File: config.mk
export PLATFORM = sky130hd
export DESIGN_NAME = system_timer_64bit_compare
export DESIGN_NICKNAME = d
export VERILOG_FILES = /design/src/rtl/core/stc_pkg.sv /design/src/rtl/core/stc_core.sv /design/src/rtl/core/system_timer_64bit_compare.sv
export VERILOG_INCLUDE_DIRS = /design/src /design/src/rtl/core
export SDC_FILE = /design/constraint.sdc
export NUM_CORES = 1
export LEC_CHECK = 0
export BUFFER_PORTS_ARGS = -buffer_cell sky130_fd_sc_hd__buf_2
export CAP_MARGIN = 0
export CELL_PAD_IN_SITES_DETAIL_PLACEMENT = 0
export CELL_PAD_IN_SITES_GLOBAL_PLACEMENT = 1
export CORE_MARGIN = 2
export CORE_UTILIZATION = 25
export DETAILED_ROUTE_END_ITERATION = 8
export GPL_TIMING_DRIVEN = 0
export PLACE_DENSITY = 0.57
export SETUP_SLACK_MARGIN = 0.3
export SLEW_MARGIN = 20
export SYNTH_ARGS = -nofsm -noshare
export SYNTH_HDL_FRONTEND = slang
export SYNTH_SLANG_ARGS = --single-unit
File: constraint.sdc
create_clock -name clk -period 3.45 [get_ports clk]
set_input_delay 0.345 -clock clk [delete_from_list [all_inputs] [get_ports clk]]
set_output_delay 0.345 -clock clk [all_outputs]
set_load 0.05 [all_outputs]
File: src/rtl/core/system_timer_64bit_compare_assert.svh
// Assertion macros for the 64-bit compare timer.
`ifndef SYSTEM_TIMER_64BIT_COMPARE_ASSERT_SVH
`define SYSTEM_TIMER_64BIT_COMPARE_ASSERT_SVH
`ifndef SYNTHESIS
`define STC_ASSERT_IMP(lbl, ante, cons) \
  lbl: assert property (@(posedge clk) disable iff (!rst_n) (ante) |-> (cons)) \
    else $error("timer assertion failed");
`define STC_ASSERT_NXT(lbl, ante, cons) \
  lbl: assert property (@(posedge clk) disable iff (!rst_n) (ante) |=> (cons)) \
    else $error("timer assertion failed");
`else
`define STC_ASSERT_IMP(lbl, ante, cons)
`define STC_ASSERT_NXT(lbl, ante, cons)
`endif
`endif

File: src/rtl/core/stc_pkg.sv
// Types and constants shared by the 64-bit compare timer modules.
package stc_pkg;

  localparam int unsigned PRESCALE_DIV_DEF = 8;

  typedef enum logic [1:0] {
    MODE_TICK  = 2'd0,
    MODE_READ  = 2'd1,
    MODE_WRITE = 2'd2,
    MODE_NOP   = 2'd3
  } mode_t;

  localparam logic [2:0] REG_CTRL   = 3'd0;
  localparam logic [2:0] REG_STATUS = 3'd1;
  localparam logic [2:0] REG_CNT_LO = 3'd2;
  localparam logic [2:0] REG_CNT_HI = 3'd3;
  localparam logic [2:0] REG_CMP_LO = 3'd4;
  localparam logic [2:0] REG_CMP_HI = 3'd5;

  localparam int unsigned CTL_ENABLE = 0;
  localparam int unsigned CTL_IRQ_EN = 1;
  localparam int unsigned CTL_CLKSEL = 2;
  localparam int unsigned CTL_RELOAD = 3;
  localparam int unsigned CTL_INIT   = 5;
  localparam int unsigned CTL_W      = 6;

  typedef struct packed {
    mode_t       mode;
    logic [2:0]  reg_index;
    logic [31:0] write_data;
  } op_t;

  typedef struct packed {
    logic [31:0] read_data;
    logic        irq_nxt;
    logic        irq_cur;
  } stat_t;

endpackage

File: src/rtl/core/stc_core.sv
// Timer state, register file and the per-word update logic.
module stc_core #(
  parameter int unsigned PRESCALE_DIV = stc_pkg::PRESCALE_DIV_DEF
) (
  input  logic          clk,
  input  logic          rst_n,
  input  logic          op_fire,
  input  stc_pkg::op_t  op,
  output stc_pkg::stat_t stat
);

  localparam int unsigned PW = $clog2(PRESCALE_DIV);
  localparam logic [PW:0] DIV_W = PW'(PRESCALE_DIV - 1) + (PW+1)'(1);

  logic [stc_pkg::CTL_W-1:0] ctl_r, ctl_nxt;
  logic                      match_r, match_nxt;
  logic [63:0]               count_r, count_nxt;
  logic [63:0]               cmp_r, cmp_nxt;
  logic [PW-1:0]             pre_r, pre_nxt;

  logic [PW:0]  pre_inc;
  logic [63:0]  count_inc;
  logic         advance;
  logic [31:0]  rd;

  always_ff @(posedge clk) begin
    if (!rst_n) begin
      ctl_r   <= '0;
      match_r <= 1'b0;
      count_r <= '0;
      cmp_r   <= '0;
      pre_r   <= '0;
    end else if (op_fire) begin
      ctl_r   <= ctl_nxt;
      match_r <= match_nxt;
      count_r <= count_nxt;
      cmp_r   <= cmp_nxt;
      pre_r   <= pre_nxt;
    end
  end

  assign pre_inc   = {1'b0, pre_r} + (PW+1)'(1);
  assign count_inc = count_r + 64'd1;

  always_comb begin
    ctl_nxt   = ctl_r;
    match_nxt = match_r;
    count_nxt = count_r;
    cmp_nxt   = cmp_r;
    pre_nxt   = pre_r;
    advance   = 1'b0;
    rd        = '0;
    case (op.mode)
      stc_pkg::MODE_TICK: begin
        if (ctl_r[stc_pkg::CTL_ENABLE]) begin
          if (ctl_r[stc_pkg::CTL_CLKSEL]) begin
            advance = 1'b1;
          end else if (pre_inc >= DIV_W) begin
            pre_nxt = '0;
            advance = 1'b1;
          end else begin
            pre_nxt = pre_inc[PW-1:0];
          end
        end
        if (advance) begin
          count_nxt = count_inc;
          // The match is checked on the advanced value only.
          if (count_inc == cmp_r) begin
            match_nxt = 1'b1;
            if (ctl_r[stc_pkg::CTL_RELOAD]) begin
              count_nxt = '0;
            end
          end
        end
      end
      stc_pkg::MODE_READ: begin
        unique case (op.reg_index)
          stc_pkg::REG_CTRL:   rd = {26'd0, ctl_r};
          stc_pkg::REG_STATUS: rd = {31'd0, match_r};
          stc_pkg::REG_CNT_LO: rd = count_r[31:0];
          stc_pkg::REG_CNT_HI: rd = count_r[63:32];
          stc_pkg::REG_CMP_LO: rd = cmp_r[31:0];
          stc_pkg::REG_CMP_HI: rd = cmp_r[63:32];
          default:             rd = '0;
        endcase
      end
      stc_pkg::MODE_WRITE: begin
        unique case (op.reg_index)
          stc_pkg::REG_CTRL: begin
            ctl_nxt = op.write_data[stc_pkg::CTL_W-1:0];
            if (op.write_data[stc_pkg::CTL_ENABLE] && op.write_data[stc_pkg::CTL_INIT]) begin
              count_nxt = '0;
            end
          end
          stc_pkg::REG_STATUS: begin
            if (op.write_data == 32'd0) begin
              match_nxt = 1'b0;
            end
          end
          stc_pkg::REG_CNT_LO: count_nxt[31:0]  = op.write_data;
          stc_pkg::REG_CNT_HI: count_nxt[63:32] = op.write_data;
          stc_pkg::REG_CMP_LO: cmp_nxt[31:0]    = op.write_data;
          stc_pkg::REG_CMP_HI: cmp_nxt[63:32]   = op.write_data;
          default: ;
        endcase
      end
      default: ;
    endcase
  end

  assign stat.read_data = rd;
  assign stat.irq_nxt   = match_nxt & ctl_nxt[stc_pkg::CTL_IRQ_EN];
  assign stat.irq_cur   = match_r & ctl_r[stc_pkg::CTL_IRQ_EN];

endmodule

File: src/rtl/core/system_timer_64bit_compare.sv
// 64-bit system timer with compare and autoreload: accepts one tick, register read,
// register write or no-op per cycle, while in_stall is low, and returns one word for
// each. A word waits in the input register, where the 64-bit increment and compare run,
// and then in the result register, which holds it while out_stall is high. The
// interrupt bit of each result reflects the timer state after that word took effect.
`include "system_timer_64bit_compare_assert.svh"

module system_timer_64bit_compare #(
  parameter int unsigned PRESCALE_DIV = stc_pkg::PRESCALE_DIV_DEF
) (
  input  logic        clk,
  input  logic        rst_n,
  input  logic        in_valid,
  output logic        in_stall,
  input  logic [1:0]  in_mode,
  input  logic [2:0]  in_reg_index,
  input  logic [31:0] in_write_data,
  output logic        out_valid,
  input  logic        out_stall,
  output logic [31:0] out_read_data,
  output logic        out_irq_pending
);

  logic           s1_valid_r, s1_valid_nxt;
  stc_pkg::op_t   s1_op_r;
  logic           out_valid_r, out_valid_nxt;
  logic [31:0]    out_read_data_r;
  logic           out_irq_r;
  logic           adv, fire, in_take;
  stc_pkg::stat_t stat;

  // The input register moves on whenever the result register is free or being emptied.
  assign adv      = !out_valid_r || !out_stall;
  assign fire     = s1_valid_r && adv;
  assign in_stall = s1_valid_r && !adv;
  assign in_take  = in_valid && !in_stall;

  always_comb begin
    s1_valid_nxt = s1_valid_r;
    if (in_take) begin
      s1_valid_nxt = 1'b1;
    end else if (fire) begin
      s1_valid_nxt = 1'b0;
    end
    out_valid_nxt = out_valid_r;
    if (fire) begin
      out_valid_nxt = 1'b1;
    end else if (out_valid_r && !out_stall) begin
      out_valid_nxt = 1'b0;
    end
  end

  always_ff @(posedge clk) begin
    if (!rst_n) begin
      s1_valid_r  <= 1'b0;
      out_valid_r <= 1'b0;
    end else begin
      s1_valid_r  <= s1_valid_nxt;
      out_valid_r <= out_valid_nxt;
    end
  end

  always_ff @(posedge clk) begin
    if (in_take) begin
      s1_op_r.mode       <= stc_pkg::mode_t'(in_mode);
      s1_op_r.reg_index  <= in_reg_index;
      s1_op_r.write_data <= in_write_data;
    end
    if (fire) begin
      out_read_data_r <= stat.read_data;
      out_irq_r       <= stat.irq_nxt;
    end
  end

  stc_core #(
    .PRESCALE_DIV(PRESCALE_DIV)
  ) u_core (
    .clk    (clk),
    .rst_n  (rst_n),
    .op_fire(fire),
    .op     (s1_op_r),
    .stat   (stat)
  );

  assign out_valid       = out_valid_r;
  assign out_read_data   = out_read_data_r;
  assign out_irq_pending = out_irq_r;

  `STC_ASSERT_IMP(a_stall_only_full, in_stall, s1_valid_r)
  `STC_ASSERT_NXT(a_fire_loads_out, fire, out_valid_r)
  // Timer state only changes when a word is loaded into the result register.
  `STC_ASSERT_IMP(a_irq_tracks_state, out_valid_r, out_irq_r == stat.irq_cur)
  `STC_ASSERT_NXT(a_held_word_stays, out_valid_r && out_stall && !fire, out_valid_r)

endmodule

**Word-level counts from Yosys, hierarchy flattened**

Cells that the tools add are included.

- Bits in latches: 0
- Register bits after elaboration: 210
- Memories kept: 0
- Input port bits: 41
- Output and inout bits: 35
- RAM bits: 0
- Memory bits (read-only): 0
- Logic and storage cells: 78

- Order comparisons: 1
- Bitwise gates (word level): 2
- Equal/unequal tests: 12
- Shift-type cells: 0
- Divide/modulo/power cells: 0
- Multiply operators: 0
- Add/subtract/negate cells: 2
- Multiplexer cells: 24
- Reductions and logical operators: 22

Operators by type and width:

| kind | count |
|---|---|
| 64-bit 2-to-1 mux | 4 |
| 32-bit case mux with 6 select lines | 1 |
| 32-bit case mux with 2 select lines | 2 |
| 64-bit case mux with 2 select lines | 1 |
| 64-bit by 1-bit adder with 64-bit output (second input constant) | 1 |
| 64-bit equality test | 1 |
| 32-bit logical NOT | 1 |
| 1-bit 2-to-1 mux | 12 |
| 5-bit AND reduction | 2 |
| 3-bit AND reduction | 3 |
| 3-bit by 2-bit equality test with 1-bit output (second input constant) | 2 |
| 3-bit equality test (second input constant) | 2 |
| 3-bit != test (second input constant) | 2 |
| 2-bit nonzero test | 3 |
| 1-bit logical AND | 5 |
| 3-bit by 1-bit adder with 4-bit output (second input constant) | 1 |
| 4-bit greater-or-equal comparator (second input constant) | 1 |
| 1-bit logical NOT | 4 |
| 2-bit 2-to-1 mux | 2 |
| 4-bit AND reduction | 1 |
| 3-bit by 1-bit equality test with 1-bit output (second input constant) | 1 |
| 3-bit logical NOT | 1 |
| 3-bit 2-to-1 mux | 1 |
| 3-bit by 2-bit != test with 1-bit output (second input constant) | 1 |
| other kinds (8) | 8 |

**Logic depth before layout (Yosys ltp)**

- Depth in word-level cells: 9
- Gate-level depth with buffers: 14
- Gate-level depth less buffers: 11

**By module**

Synthesis repeated with hierarchy kept, for this count alone.

- Cell total of the unflattened synthesis: 1586
- Area total of the unflattened synthesis: 12692.2 sq um

Modules (own cells, without submodules):

| module | instances | cells an instance | seq. area each (sq um) | area an instance (sq um) |
|---|---|---|---|---|
| stc_core | 1 | 1508 | 2762.6 | 10506.3 |
| system_timer_64bit_compare | 1 | 78 | 2142.1 | 2185.8 |

**Worst setup path before layout**

OpenSTA, ideal clock, no wires.

- Path type: flip-flop to flip-flop
- Start: register u_core.count_r[23]
- End: register u_core.count_r[2]
- Setup time: 0.123 ns
- Setup slack: -0.214 ns
- Clock period less this slack: 3.664 ns
- Path buffers: 3
- Arrival time: 3.541 ns
- Cell stages (with the launch flop): 14
- Required time: 3.327 ns
- Cells stage by stage: dfxtp_1 -> clkbuf_1 -> nand4_1 -> or4_4 -> or4_1 -> xnor2_1 -> a2111o_1 -> or4_1 -> nor3_2 -> nand4_1 -> buf_4 -> buf_2 -> a21oi_1 -> o22ai_1

- Longest elaborated chain between the ends: 5

RTL lines:

| item | line | text |
|---|---|---|
| start, declared | stc_core.sv:17 | `logic [63:0] count_r, count_nxt;` |
| start signal, assigned | stc_core.sv:36 | `count_r <= count_nxt;` |
| 64-bit by 1-bit adder with 64-bit output | stc_core.sv:43 | `assign count_inc = count_r + 64'd1;` |
| 64-bit equality test | stc_core.sv:68 | `if (count_inc == cmp_r) begin` |
| 64-bit 2-to-1 mux | stc_core.sv:68 |  |
| 64-bit 2-to-1 mux | stc_core.sv:65 | `if (advance) begin` |
| 64-bit case mux with 2 select lines | stc_core.sv:53 | `case (op.mode)` |

Every way passes these cells. The select of a mux whose other input is x is not followed.
A chain may end at the register's enable or synchronous reset.

**Worst setup path in the final report**

- Start: register u_core.count_r[0]
- End: register u_core.count_r[2]

- Longest elaborated chain between the ends: 5
- Elaborated cells on any way between the ends: 6
- Those cells by class: 1 x add/sub; 1 x eq/ne; 4 x mux

RTL lines:

| item | line |
|---|---|
| 64-bit by 1-bit adder with 64-bit output (*) | stc_core.sv:43 |
| 64-bit equality test or 64-bit 2-to-1 mux (tied branches) | stc_core.sv:68, stc_core.sv:70 |
| 64-bit 2-to-1 mux (*) | stc_core.sv:68 |
| 64-bit 2-to-1 mux (*) | stc_core.sv:65 |
| 64-bit case mux with 2 select lines (*) | stc_core.sv:53 |

Every way passes the cells marked *; elsewhere a longest branch is shown, timed or not. The select of a mux whose other input is x is not followed.

==> qor.csv <==
stage,metric,value,unit
outcome,status,"finished, violations left",
outcome,violations,setup timing,
critical_path,worstSetupPathType,flop to flop,
critical_path,critPathBufInv,4,
sta,finalClockSkew,17.2,ps
critical_path,crit_arrival,4510,ps
hold_path,hold_path_class,input pin to flop,
logic_synthesis,netlist_area,13000,um^2
detailed_routing,drt_first_pass_iters,6,
cells_and_area,drive_above_1_share,0.221,
detailed_routing,route.detailed.drc,0,
sta,fmax,246,MHz
global_routing,grt_max_degree,25,
critical_path,path_delay_family,simple AND/OR/NAND/NOR gates,
die,die-area,54000,um^2
logic_synthesis,ys_types,75,
placed_design,gp_congestion,0.959,
placed_design,place_area,14500,um^2
global_routing,grt_first_pass_wirelength,108,mm
clocking,clk_pin_slew,60,ps
die,fp-row-count,83,
sta,hold_viol_final,0,
sta,period_needed,4060,ps
logic_synthesis,synth_cells,1610,
clocking,clk_latency,580,ps
power_and_ir_drop,p_leak,5.98,nW
die,io_pins,76,
die,die_y,232,um
sta,slew_headroom,0.209,
die,core_area,51400,um^2
cells_and_area,final_cell_area,17400,um^2
logic_synthesis,synth-edff-count,70,
critical_path,path_cells,ha_4 -> and4_4 -> buf_4 -> nand3_4 -> or4_4 -> xnor2_2 -> a2111o_1 -> or4_4 -> nor3_4 -> nand4_1 -> buf_4 -> buf_8 -> clkbuf_16 -> a21oi_2 -> o22ai_1,
power_and_ir_drop,design_power_total,6.02,mW
global_routing,grt.total_usage,0.284,
sta,slew_violations,0,
logic_synthesis,synth.area.top_cells,"dfxtp_1, edfxtp_1, nand2_1",
global_routing,overflow,0,
detailed_routing,drtIter0Drc,1622,
logic_synthesis,synthFlopType,dfxtp_1,
logic_synthesis,ys_async_sr_fraction,0,
global_routing,grt_pass1_vias,14000,
critical_path,worstPathRequired,3900,ps
cells_and_area,fin_util,0.339,
sta,tightest_slew,1190,ps
critical_path,endpoint_kind,flop,
global_routing,antenna_found_initial,1,
run,max_cap_violations,0,
sta,rsz0062_at_grt,true,
critical_path,cpPeakStageDelay,630,ps
placed_design,port_buffers,74,
logic_synthesis,synth_top_area_frac,0.215,
placed_design,dp_hpwl,58.8,mm
detailed_routing,vias,14700,
clocking,cts_tree,yes,
detailed_routing,wire_per_inst,30.8,um
sta,final-setup-viol-count,66,
detailed_routing,antenna_left,0,
clocking,h-tree-depth,1,
critical_path,startpoint_type,flop,
detailed_routing,vias_per_cell,5.77,
clocking,cts_made_buffers,27,
logic_synthesis,ys.warnings.count,0,
cells_and_area,nNetsFinal,1885,
critical_path,cp_slowest_cell,or4_4,
detailed_routing,wirelength,78.4,mm
cells_and_area,syn2layout_area_growth,33.7,%
sta,finalCritPeriodShare,1.18,
sta,hold-worst-slack,40.8,ps
die,die_x,232,um
logic_synthesis,syn_avg_cell_area,8.10,um^2
power_and_ir_drop,vdd_drop_max,0.348,mV
die,start_util,0.254,
sta,layout_setup_ws,-609,ps
clocking,clock-sinks,210,
clocking,ctsRootBufferMaster,clkbuf_16,
power_and_ir_drop,powerDensity,345,nW/um^2
logic_synthesis,synth_top_area_cell,dfxtp_1,
logic_synthesis,ys_ff_latch,210,
clocking,clockBufferDepth,3,
critical_path,critPathMaxFanout,6,
logic_synthesis,syn_nets,1653,
logic_synthesis,seq_area_frac_synth,0.376,
[cell usage after synthesis (33+ instances only)]
cell type / count
a21oi_1: 112
a31oi_1: 51
and3_1: 59
clkbuf_1: 120
dfxtp_1: 140
edfxtp_1: 70
mux2i_1: 59
nand2_1: 240
nand3_1: 79
nand4_1: 64
nor2_1: 83
nor3_1: 33
nor4_1: 72
o21ai_0: 39
xnor2_1: 64
[cells in the final DEF, fill, tap and decap left out, drive strengths merged, types with 51 or more instances in the layout]
master    n
clkbuf  153
edfxtp   70
a31oi    51
xnor2    64
o21ai    60
buf     202
a21oi   112
nand4    66
nand2   241
nor2     83
nor4     77
mux2i    59
and3     59
nand3    80
dfxtp   140
[per-layer routing]
layer	track usage	vias up	part of all wire
met2	0.441	722	0.44
met4	0.149	0	0.059
met3	0.0520	192	0.077
met1	0.374	7292	0.42
met5	0	-	0
li1	-	6472	-
[cell families (layout without fill, tap and decap cells)]
logic type / after synthesis / in the layout / synth area share
buffers and inverters: 166 / 418 / 0.0512
AOI/OAI and AO/OA: 332 / 332 / 0.158
adders and majority gates: 2 / 2 / 0.00192
xor gates and xnor gates: 84 / 84 / 0.0564
and+or+nand+nor: 753 / 753 / 0.306
DFF: 210 / 210 / 0.376
muxes: 63 / 63 / 0.0496
other: 0 / 1 / 0
[stage by stage]
| step | cells | setup slack [ps] | TNS [ps] |
|---|---|---|---|
| 5_1_grt | 2542 | -627 | -35350 |
| 4_1_cts | 2520 | -517 | -27990 |
| 6_report | 2543 | -609 | -33390 |
| 3_3_place_gp | 2364 | -2730 | -178280 |
| 2_1_floorplan | 1610 | 128 | 0 |
| 3_5_place_dp | 2369 | -2040 | -124540 |
[state kept, by name, indices dropped and copies added, names as in the netlist]
| name | count |
|---|---|
| u_core.match_r | 1 |
| u_core.count_r | 64 |
| s1_op_r | 37 |
| out_valid | 1 |
| u_core.ctl_r | 6 |
| u_core.pre_r | 3 |
| out_read_data | 32 |
| u_core.cmp_r | 64 |
| s1_valid_r | 1 |
| out_irq_pending | 1 |
[power breakdown]
part	switching, mW	internal (mW)	total, mW
registers	0.0823	2.61	2.69
clock network	1.21	1.61	2.82
logic	0.366	0.148	0.514
total	1.66	4.36	6.02
[repair_timing]
action | CTS | global route
pin swaps | 49 | 43
endpoints found under the hold margin | 38 | 0
gates cloned | 3 | 2
hold buffers | 38 | 0
setup endpoints to repair | 66 | 66
setup buffers | 61 | 20
resized for setup | 179 | 81
[layout make-up]
class                   instances  area [um^2]
fillers                      5441        34000
multi-input cells            1234         8250
flip-flops and latches        210         4920
repair buffers                203         1630
plain buffers                 156          895
well taps                     680          851
clock buffers                  37          723
clock inverters                12          118
inverters                      10         37.5
diodes                          1         2.50
[worst min-delay path: cells and delay by family]
kind	cells	cell delay, ps
AND/OR/NAND/NOR	1	70
AO/OA/AOI/OAI	1	60
buffers and inverters	1	90
[path summary, 6_finish.rpt]
kind,from,end,slack (ps),cells past startpoint
max,u_core.count_r[0],u_core.count_r[2],-610,15
max reg2reg,u_core.count_r[0],u_core.count_r[2],-610,15
min reg2reg,u_core.cmp_r[23],u_core.cmp_r[23],480,2
min,out_stall,out_valid,40,3
Power figures use the tool's default switching activity.
